<file path="config.mk">
export PLATFORM = sky130hd
export DESIGN_NAME = first_fit_free_space_list
export DESIGN_NICKNAME = d
export VERILOG_FILES = /design/src/hdl/ffl_pkg.sv /design/src/hdl/ffl_cell.sv /design/src/hdl/first_fit_free_space_list.sv
export SDC_FILE = /design/constraint.sdc
export NUM_CORES = 2
export LEC_CHECK = 0
export ABC_AREA = 0
export BUFFER_PORTS_ARGS = -buffer_cell sky130_fd_sc_hd__buf_4
export CORE_MARGIN = 3
export CORE_UTILIZATION = 63
export CTS_CLUSTER_SIZE = 25
export DETAILED_ROUTE_END_ITERATION = 12
export MAX_ROUTING_LAYER = met4
export PLACE_DENSITY = 0.8
export SLEW_MARGIN = 25
export SYNTH_ARGS = -nofsm -noshare
export SYNTH_HDL_FRONTEND = slang
export SYNTH_SLANG_ARGS = --single-unit
</file>
<file path="constraint.sdc">
create_clock -name aclk -period 6.7 [get_ports aclk]
set_input_delay 0.335 -clock aclk [delete_from_list [all_inputs] [get_ports aclk]]
set_output_delay 0.335 -clock aclk [all_outputs]
set_load 0.01 [all_outputs]
</file>
<file path="src/hdl/ffl_pkg.sv">
// shared types and constants for the first-fit free list
`default_nettype none
package ffl_pkg;

    localparam int SLOTS      = 16;
    localparam int OFFSET_W   = 32;
    localparam int LENGTH_W   = 16;
    localparam int IN_DATA_W  = OFFSET_W + LENGTH_W;
    localparam int OUT_DATA_W = OFFSET_W + LENGTH_W;

    typedef enum logic {
        CMD_INSERT = 1'b0,
        CMD_FIT    = 1'b1
    } cmd_t;

    typedef enum logic [1:0] {
        ST_INSERTED = 2'd0,
        ST_FULL     = 2'd1,
        ST_FIT      = 2'd2,
        ST_NO_FIT   = 2'd3
    } status_t;

    // contents of one slot as seen by its neighbor
    typedef struct packed {
        logic                valid;
        logic [OFFSET_W-1:0] offset;
        logic [LENGTH_W-1:0] length;
    } slot_t;

    // scan wave handed from cell to cell
    typedef struct packed {
        logic                wave;
        logic                found;
        logic [OFFSET_W-1:0] offset;
    } carry_t;

    // broadcast controls from the top level to every cell
    typedef struct packed {
        logic                ins_en;
        logic [OFFSET_W-1:0] ins_offset;
        logic [LENGTH_W-1:0] ins_length;
        logic [LENGTH_W-1:0] fit_size;
    } cell_ctrl_t;

endpackage
`default_nettype wire

</file>
<file path="src/hdl/ffl_cell.sv">
// one slot of the free list with its scan and compaction step
`default_nettype none
module ffl_cell
    import ffl_pkg::*;
(
    input  wire logic       aclk,
    input  wire logic       aresetn,
    input  wire cell_ctrl_t ctrl,
    input  wire logic       prev_valid,
    input  wire slot_t      next_slot,
    input  wire carry_t     carry_in,
    output carry_t          carry_out,
    output slot_t           slot
);

    logic                valid_reg, valid_next;
    logic [OFFSET_W-1:0] offset_reg, offset_next;
    logic [LENGTH_W-1:0] length_reg, length_next;
    logic                wave_reg, found_reg;
    logic [OFFSET_W-1:0] carry_off_reg, carry_off_next;

    logic hit;
    logic found_now;
    logic shift;
    logic ins_here;

    always_comb begin
        hit       = valid_reg && (length_reg >= ctrl.fit_size);
        found_now = carry_in.found || hit;
        shift     = carry_in.wave && found_now;
        // append lands in the first empty slot behind a full one
        ins_here  = ctrl.ins_en && prev_valid && !valid_reg;

        valid_next  = valid_reg;
        offset_next = offset_reg;
        length_next = length_reg;
        if (shift) begin
            valid_next  = next_slot.valid;
            offset_next = next_slot.offset;
            length_next = next_slot.length;
        end else if (ins_here) begin
            valid_next  = 1'b1;
            offset_next = ctrl.ins_offset;
            length_next = ctrl.ins_length;
        end

        carry_off_next = carry_in.found ? carry_in.offset : offset_reg;
    end

    always_ff @(posedge aclk) begin
        if (!aresetn) begin
            valid_reg <= 1'b0;
            wave_reg  <= 1'b0;
            found_reg <= 1'b0;
        end else begin
            valid_reg <= valid_next;
            wave_reg  <= carry_in.wave;
            found_reg <= carry_in.wave && found_now;
        end
    end

    always_ff @(posedge aclk) begin
        offset_reg    <= offset_next;
        length_reg    <= length_next;
        carry_off_reg <= carry_off_next;
    end

    assign slot.valid       = valid_reg;
    assign slot.offset      = offset_reg;
    assign slot.length      = length_reg;
    assign carry_out.wave   = wave_reg;
    assign carry_out.found  = found_reg;
    assign carry_out.offset = carry_off_reg;

endmodule
`default_nettype wire

</file>
<file path="src/hdl/first_fit_free_space_list.sv">
// first-fit free list: a row of slot cells with a command front end
//
// s_ channel takes one command per beat: s_tuser is the command (0 insert,
// 1 fit), s_tdata carries the hole offset and the size. m_ channel returns
// one result per command: m_tuser is the status, m_tdata the granted offset
// and length (zero unless a fit was found).
// an insert appends to the first empty cell at the accepting edge; its status
// is held in the result registers, then moves into the output register and
// shows on m_tvalid once that is free, and the next command is taken after that.
// a fit sends a scan wave down the row of SLOTS cells, one cell per cycle;
// each cell from the first fitting hole onward takes its neighbor's contents,
// so the list closes up as the wave passes. once the wave leaves the last
// cell the result goes through the result and output registers as for an insert,
// and the next command is taken after it. the command rate is set by that wave.
// one result may wait in the output register while the next command is
// taken; a further result stays in the block until the receiver takes the
// waiting one, and no command is taken meanwhile.
// after reset the list is empty and both channels are idle.
`default_nettype none
module first_fit_free_space_list
    import ffl_pkg::*;
(
    input  wire logic                  aclk,
    input  wire logic                  aresetn,
    input  wire logic                  s_tvalid,
    output logic                       s_tready,
    input  wire logic [IN_DATA_W-1:0]  s_tdata,   // hole_offset[31:0], size_bytes[47:32]
    input  wire logic                  s_tuser,   // cmd
    output logic                       m_tvalid,
    input  wire logic                  m_tready,
    output logic [OUT_DATA_W-1:0]      m_tdata,   // granted_offset[31:0], granted_length[47:32]
    output logic [1:0]                 m_tuser    // status
);

    typedef enum logic [2:0] {
        S_IDLE = 3'b001,
        S_SCAN = 3'b010,
        S_WAIT = 3'b100
    } state_t;

    state_t state_reg, state_next;

    logic                  s_beat;
    cmd_t                  cmd;
    logic [OFFSET_W-1:0]   in_offset;
    logic [LENGTH_W-1:0]   in_size;

    logic [LENGTH_W-1:0]   size_reg, size_next;
    logic                  start_reg, start_next;

    status_t               res_status_reg, res_status_next;
    logic [OFFSET_W-1:0]   res_offset_reg, res_offset_next;
    logic [LENGTH_W-1:0]   res_length_reg, res_length_next;

    logic                  m_tvalid_reg, m_tvalid_next;
    logic [OUT_DATA_W-1:0] m_tdata_reg, m_tdata_next;
    logic [1:0]            m_tuser_reg, m_tuser_next;
    logic                  out_free;

    cell_ctrl_t            ctrl;
    slot_t                 slots [SLOTS];
    carry_t                carry [SLOTS+1];

    assign s_tready  = (state_reg == S_IDLE);
    assign s_beat    = s_tvalid && s_tready;
    assign cmd       = cmd_t'(s_tuser);
    assign in_offset = s_tdata[OFFSET_W-1:0];
    assign in_size   = s_tdata[IN_DATA_W-1:OFFSET_W];
    assign out_free  = !m_tvalid_reg || m_tready;

    assign ctrl.ins_en     = s_beat && (cmd == CMD_INSERT);
    assign ctrl.ins_offset = in_offset;
    assign ctrl.ins_length = in_size;
    assign ctrl.fit_size   = size_reg;

    assign carry[0].wave   = start_reg;
    assign carry[0].found  = 1'b0;
    assign carry[0].offset = '0;

    for (genvar i = 0; i < SLOTS; i++) begin : g_cell
        logic  prev_valid;
        slot_t next_slot;
        if (i == 0) begin : g_first
            assign prev_valid = 1'b1;
        end else begin : g_prev
            assign prev_valid = slots[i-1].valid;
        end
        if (i == SLOTS - 1) begin : g_last
            assign next_slot = '0;
        end else begin : g_next
            assign next_slot = slots[i+1];
        end
        ffl_cell u_cell (
            .aclk       (aclk),
            .aresetn    (aresetn),
            .ctrl       (ctrl),
            .prev_valid (prev_valid),
            .next_slot  (next_slot),
            .carry_in   (carry[i]),
            .carry_out  (carry[i+1]),
            .slot       (slots[i])
        );
    end

    always_comb begin
        state_next      = state_reg;
        size_next       = size_reg;
        start_next      = 1'b0;
        res_status_next = res_status_reg;
        res_offset_next = res_offset_reg;
        res_length_next = res_length_reg;
        m_tvalid_next   = m_tvalid_reg && !m_tready;
        m_tdata_next    = m_tdata_reg;
        m_tuser_next    = m_tuser_reg;

        case (state_reg)
            S_IDLE: begin
                if (s_beat) begin
                    if (cmd == CMD_INSERT) begin
                        res_status_next = slots[SLOTS-1].valid ? ST_FULL : ST_INSERTED;
                        res_offset_next = '0;
                        res_length_next = '0;
                        state_next      = S_WAIT;
                    end else begin
                        size_next  = in_size;
                        start_next = 1'b1;
                        state_next = S_SCAN;
                    end
                end
            end
            S_SCAN: begin
                if (carry[SLOTS].wave) begin
                    if (carry[SLOTS].found) begin
                        res_status_next = ST_FIT;
                        res_offset_next = carry[SLOTS].offset;
                        res_length_next = size_reg;
                    end else begin
                        res_status_next = ST_NO_FIT;
                        res_offset_next = '0;
                        res_length_next = '0;
                    end
                    state_next = S_WAIT;
                end
            end
            S_WAIT: begin
                if (out_free) begin
                    m_tvalid_next = 1'b1;
                    m_tdata_next  = {res_length_reg, res_offset_reg};
                    m_tuser_next  = res_status_reg;
                    state_next    = S_IDLE;
                end
            end
            default: begin
                state_next = S_IDLE;
            end
        endcase
    end

    always_ff @(posedge aclk) begin
        if (!aresetn) begin
            state_reg    <= S_IDLE;
            start_reg    <= 1'b0;
            m_tvalid_reg <= 1'b0;
        end else begin
            state_reg    <= state_next;
            start_reg    <= start_next;
            m_tvalid_reg <= m_tvalid_next;
        end
    end

    always_ff @(posedge aclk) begin
        size_reg       <= size_next;
        res_status_reg <= res_status_next;
        res_offset_reg <= res_offset_next;
        res_length_reg <= res_length_next;
        m_tdata_reg    <= m_tdata_next;
        m_tuser_reg    <= m_tuser_next;
    end

    assign m_tvalid = m_tvalid_reg;
    assign m_tdata  = m_tdata_reg;
    assign m_tuser  = m_tuser_reg;

endmodule
`default_nettype wire

</file>
After elaboration in Yosys (flattened, before gate mapping). Cells that the tools add are included.

Bitwise logic cells: 2. Multiplexer cells: 129. Reductions and logical operators: 122. $lt $le $gt $ge: 16. Equality and inequality tests: 7.

Operator list (number): $mux W32 (49); $mux W16 (34); $ge A16 B16 Y1 (16); $logic_and A1 B1 Y1 (66); $pmux W32 S2 (1); $mux W1 (35); $pmux W16 S2 (1); $reduce_bool A2 Y1 (16); $logic_not A1 Y1 (18); $logic_or A1 B1 Y1 (16); $mux W3 (4); $pmux W3 S3 (1); $reduce_and A3 Y1 (3); $mux W2 (3); $ne A2 B1 Y1 const B (2); $ne A2 B2 Y1 const B (2); $pmux W2 S2 (1); $reduce_and A4 Y1 (1); $eq A3 B1 Y1 const B (1); $eq A3 B2 Y1 const B (1); $eq A3 B3 Y1 const B (1); $not A1 Y1 (2); $reduce_and A2 Y1 (1); $reduce_or A2 Y1 (1).

Flip-flop bits (word level): 1449. Logic and storage cells: 381. Input bits: 53.

Logic depth before layout (Yosys ltp).
Word-level depth: 7. Gate-level depth with buffers: 10. Mapped depth without buffers: 8.

By module. A second synthesis with hierarchy kept.

Cells, all modules: 4087. Area, all modules: 64566.9 um^2.

Modules (own cells, without submodules): ffl_cell (g_cell[0].u_cell ...) (area an instance 3802.4 um^2, cells each 242, instances 8, sequential area each 2142.1 um^2); ffl_cell (g_cell[2].u_cell ...) (area an instance 3752.3 um^2, cells each 243, instances 8, sequential area each 2142.1 um^2); first_fit_free_space_list (area an instance 4129.0 um^2, cells each 207, instances 1, sequential area each 3583.4 um^2).

Worst setup path after synthesis. Ideal clock, no wire load.

Path kind: reg-to-reg. Start: register state_reg[0]. End: register g_cell[10].u_cell.length_reg[0] (enable). Setup time: 0.520 ns. Path slack: 1.396 ns. Cell stages (with the launch flop): 7. Period minus slack after synthesis: 5.304 ns. Data arrival time: 4.784 ns. Cell sequence: dfxtp_1 > nor3b_2 > and3b_1 > buf_4 > clkbuf_1 > nand2_1 > o21ai_0.

Longest elaborated chain between the ends: 6.

RTL lines: start, declared (line first_fit_free_space_list.sv:41) `state_t state_reg, state_next;`; start signal, assigned (line first_fit_free_space_list.sv:165) `state_reg <= state_next;`; $eq A3 B1 Y1 (line first_fit_free_space_list.sv:64) `assign s_tready = (state_reg == S_IDLE);`; named net s_tready (line first_fit_free_space_list.sv:26) `output logic s_tready,`; $logic_and A1 B1 Y1 (line first_fit_free_space_list.sv:65) `assign s_beat = s_tvalid && s_tready;`; $logic_and A1 B1 Y1 (line first_fit_free_space_list.sv:71) `assign ctrl.ins_en = s_beat && (cmd == CMD_INSERT);`; $logic_and A1 B1 Y1 (2 in series) (line ffl_cell.sv:32) `ins_here = ctrl.ins_en && prev_valid && !valid_reg;`; $reduce_bool A2 Y1 (no line); end signal, assigned (line ffl_cell.sv:64) `length_reg <= length_next;`; end, declared (line ffl_cell.sv:18) `logic [LENGTH_W-1:0] length_reg, length_next;`.

The timed path passes the listed nets, and every way through them passes these cells. A chain may end at the register's enable or synchronous reset.

Worst setup path after layout.
Start: register size_reg[2]. End: register g_cell[10].u_cell.offset_reg[5] (enable).

Longest elaborated chain between the ends: 5.

RTL lines: start, declared (line first_fit_free_space_list.sv:48) `logic [LENGTH_W-1:0] size_reg, size_next;`; start signal, assigned (line first_fit_free_space_list.sv:172) `size_reg <= size_next;`; $ge A16 B16 Y1 (line ffl_cell.sv:28) `hit = valid_reg && (length_reg >= ctrl.fit_size);`; $logic_and A1 B1 Y1 (line ffl_cell.sv:28); $logic_or A1 B1 Y1 (line ffl_cell.sv:29) `found_now = carry_in.found || hit;`; $logic_and A1 B1 Y1 (line ffl_cell.sv:30) `shift = carry_in.wave && found_now;`; $reduce_bool A2 Y1 (no line); end signal, assigned (line ffl_cell.sv:63) `offset_reg <= offset_next;`; end, declared (line ffl_cell.sv:17) `logic [OFFSET_W-1:0] offset_reg, offset_next;`.

No other way between the ends.

==> flow_metrics.py <==
metrics = {
    "floorplanning": {
        "die_h_um": 313,
        "design.portCount": 105,
        "initial_utilization_pct": 64.1,
        "die-area_mm2": 0.0979,
        "placeableCoreArea_mm2": 0.0925,
        "core.rowCount": 111,
        "die-width_um": 313,
    },
    "route": {
        "drtPass1Iterations": 5,
        "antenna_violating_nets_post_route": 0,
        "dr_total_vias": 33100,
        "via_per_inst": 6.13,
        "route.final.wire_length_um": 140000,
        "drt_drc_violations_left": 0,
        "routedWlPerCell_um": 25.8,
        "drt_iter0_markers": 2704,
    },
    "timing": {
        "max_clock_freq_ghz": 0.239,
        "finalSetupTns_ns": 0,
        "fin_skew_ns": 0.0312,
        "grt_setup_unrepaired": "no",
        "finish_stage_setup_viols": 0,
        "timing_worst_slew_pin_value_ns": 1.04,
        "layout_setup_ws_ns": 2.52,
        "maxSlewViolCount": 0,
        "finalHoldViolCount": 0,
        "worst_slew_margin_rel_pct": 30.5,
        "layout_worst_path_cycle_share_pct": 62.4,
        "final_period_minus_worst_setup_slack_ns": 4.18,
    },
    "synthesis": {
        "number_of_register_bits_inferred_by_synthesis": 1449,
        "share_of_synthesized_area_spent_on_multiplexers_pct": 23.1,
        "synth-xor-area-share_pct": 0,
        "synth_sequential_area_ratio_pct": 63.0,
        "synthMostInstantiatedCell": "sky130_fd_sc_hd__mux2_2",
        "synth_nets": 4202,
        "yosys.area.top_type": "sky130_fd_sc_hd__edfxtp_1",
        "postSynthCellCount": 3893,
        "share_of_flip_flops_with_an_asynchronous_set_or_reset_after_synthesis_pct": 0,
        "postSynth.topFlopCell": "sky130_fd_sc_hd__edfxtp_1",
        "synth-edff-count": 836,
        "area_share_of_the_largest_cell_type_after_synthesis_pct": 42.3,
        "dominant_combinational_cell_family_by_area_after_synthesis": "multiplexers",
        "ys.warnings.count": 0,
        "synth_simple_gate_area_share_pct": 3.17,
        "syn-mean-instance-area_um2": 15.2,
        "synth_compound_area_share_pct": 3.37,
        "synth.top_cells.by_area": "sky130_fd_sc_hd__edfxtp_1 (42%), sky130_fd_sc_hd__mux2_2 (22%), sky130_fd_sc_hd__dfxtp_1 (21%)",
        "synthAdderAreaFrac_pct": 5.40,
        "synth_top_cells_by_count": "sky130_fd_sc_hd__mux2_2 (1145), sky130_fd_sc_hd__edfxtp_1 (836), sky130_fd_sc_hd__dfxtp_1 (613), sky130_fd_sc_hd__ha_1 (256), sky130_fd_sc_hd__nand2_1 (197)",
        "area_of_the_mapped_netlist_mm2": 0.0593,
        "synthDistinctLibCells": 52,
    },
    "setup_path": {
        "crit_path_end_kind": "flop",
        "critical_path_class": "flop to flop",
        "rrSetupSlack_ns": 2.52,
        "worst_ep_required_time_ns": 7.15,
        "crit_path_max_fanout": 51,
        "timing.critical_path.from_type": "flop",
        "critical_path_arrival_ns": 4.63,
    },
    "clock_network": {
        "clock_tree.root_cell": "sky130_fd_sc_hd__clkbuf_16",
        "cts_inserted_buffers": 144,
        "clock_tree.buffer_depth": 3,
        "cts_resized": 0,
        "cts_tree": "yes",
        "worstSkewPairLatency_ns": 0.76,
        "cts.htree.levels": 4,
        "worst_setup_hold_path_clk_slew_ns": 0.06,
        "clock_sinks": 1449,
    },
    "grt": {
        "grt_start_max_net_pins": 53,
        "groute.layer.met1.usage_pct": 39.6,
        "vias_in_the_first_global_route": 34400,
        "grtUsageTotal_pct": 29.4,
        "grt-busiest-layer": "met2",
        "grt_first_pass_wirelength_um": 212000,
        "use_met3_pct": 4.58,
        "initial_antenna_violation_count": 2,
        "grt.overflow.total": 0,
        "global_routing_usage_on_met2_pct": 45.9,
    },
    "final_layout": {
        "fraction_of_layout_instances_using_a_drive_strength_above_1_pct": 39.2,
        "regArea_mm2": 0.0374,
        "antenna_cells_inserted": 0,
        "multi_input_area_mm2": 0.0211,
        "filler_cells": 5879,
        "layout-area-overhead-vs-synth_pct": 12.9,
        "finalNetCount": 4353,
    },
    "power_and_ir_drop": {
        "p_comb_share_pct": 3.5,
        "power_density_mw_per_mm2": 273,
        "p_seq_share_pct": 52.0,
        "switching_share_pct": 20.6,
        "clockPowerShare_pct": 44.5,
        "p_int_mw": 14.5,
        "ir_worst_vdd_mv": 0.237,
        "leakage_nw": 24.8,
        "net_load_switching_power_mw": 3.77,
    },
    "outcome": {
        "status": "complete, no violations",
    },
    "worst_hold_path": {
        "holdCritPathClass": "input port to flop",
    },
    "placed_design": {
        "gp_congestion": 0.896,
        "place_hpwl_um": 81300,
        "buffer_ports.inserted": 104,
        "post-place-ws_ns": 2.56,
    },
    "run": {
        "maxCapViolCount": 0,
    },
}
## worst max-delay path: stages (launching register included)
cell and delay, ns:
sky130_fd_sc_hd__edfxtp_1 0.37, sky130_fd_sc_hd__inv_1 0.60, sky130_fd_sc_hd__ha_1 0.37, sky130_fd_sc_hd__a211o_1 0.26
sky130_fd_sc_hd__a31oi_1 0.16, sky130_fd_sc_hd__o221ai_1 0.17, sky130_fd_sc_hd__a22o_1 0.24, sky130_fd_sc_hd__a31oi_4 0.13
sky130_fd_sc_hd__buf_4 0.74, sky130_fd_sc_hd__o21ai_4 0.39, sky130_fd_sc_hd__buf_4 0.40
## cell type report
type | count | share of cell area, %
sequential | 1449 | 55.8
clock buffer | 222 | 6.39
timing repair buffer | 221 | 2.89
tap | 1243 | 2.32
clock inverter | 45 | 0.792
inverter | 39 | 0.219
multi-input combinational | 2189 | 31.5
## power by group through the flow
stage          logic, mW  clock network, mW  registers (mW)
3_5_place_dp       0.594                  0            9.70
5_1_grt            0.691               8.60            9.51
2_1_floorplan      0.397                  0            9.69
6_report           0.632               8.15            9.51
3_3_place_gp       0.569                  0            9.70
4_1_cts            0.628               8.26            9.51
## per-layer routing
| metal | vias up | routed length (um) |
|---|---|---|
| met5 | - | 0 |
| met4 | 0 | 4390 |
| met3 | 250 | 8200 |
| met2 | 1074 | 65700 |
| met1 | 17000 | 61400 |
| li1 | 14900 | - |
## cell usage in the layout (no fill, tap or decap), types with 8 or more instances in the layout
master	n
sky130_fd_sc_hd__clkbuf_16	148
sky130_fd_sc_hd__o211a_1	10
sky130_fd_sc_hd__mux2_1	8
sky130_fd_sc_hd__dfxtp_1	597
sky130_fd_sc_hd__buf_4	161
sky130_fd_sc_hd__inv_1	38
sky130_fd_sc_hd__mux2_2	1145
sky130_fd_sc_hd__a211oi_1	30
sky130_fd_sc_hd__dfxtp_2	16
sky130_fd_sc_hd__a21oi_1	143
sky130_fd_sc_hd__ha_1	256
sky130_fd_sc_hd__nand2b_1	17
sky130_fd_sc_hd__edfxtp_1	836
sky130_fd_sc_hd__clkinv_2	14
sky130_fd_sc_hd__nor3_1	22
sky130_fd_sc_hd__and2_1	23
sky130_fd_sc_hd__o21ai_0	67
sky130_fd_sc_hd__bufinv_16	8
sky130_fd_sc_hd__clkbuf_8	30
sky130_fd_sc_hd__a31oi_4	10
sky130_fd_sc_hd__clkbuf_1	44
sky130_fd_sc_hd__a21o_1	20
sky130_fd_sc_hd__nand4_1	13
sky130_fd_sc_hd__o21ai_4	15
sky130_fd_sc_hd__nor2_1	57
sky130_fd_sc_hd__nand2_1	197
sky130_fd_sc_hd__mux2_4	47
sky130_fd_sc_hd__dlygate4sd3_1	52
sky130_fd_sc_hd__clkinv_1	9
sky130_fd_sc_hd__and3_1	48
## repair_timing
| item | CTS | global route |
|---|---|---|
| hold buffers | 52 | 0 |
| buffers inserted | 0 | 0 |
| hold endpoints to repair | 72 | 0 |
## stage by stage
stage	total power [mW]	std cells	hold WS [ns]	cell area (um^2)	util, %
floorplan	10.1	3893	0.323	59300	-
global placement	10.3	5081	0.324	61400	66.4
detailed placement	10.3	5088	0.327	61600	66.6
CTS	18.4	5407	0.108	66900	72.4
global route	18.8	5408	0.180	67000	72.4
finish	18.3	5408	0.156	67000	72.4
## kinds of logic (layout without fill, tap and decap cells)
logic type | after synthesis | count (layout)
AO/OA/AOI/OAI | 328 | 328
adder cells (fa/ha/maj) | 256 | 256
buffers and inverters | 255 | 527
flip-flops | 1449 | 1449
multiplexers | 1200 | 1200
AND/OR/NAND/NOR | 405 | 405
## path summary, 6_finish.rpt
| path | startpoint | end | cells past startpoint |
|---|---|---|---|
| max | size_reg[2] | g_cell[10].u_cell.offset_reg[5] | 10 |
| max reg2reg | size_reg[2] | g_cell[10].u_cell.offset_reg[5] | 10 |
| min | m_tready | m_tvalid | 4 |
| min reg2reg | g_cell[0].u_cell.offset_reg[12] | g_cell[0].u_cell.carry_off_reg[12] | 0 |
Note: power is estimated with default switching activity, not from simulation.
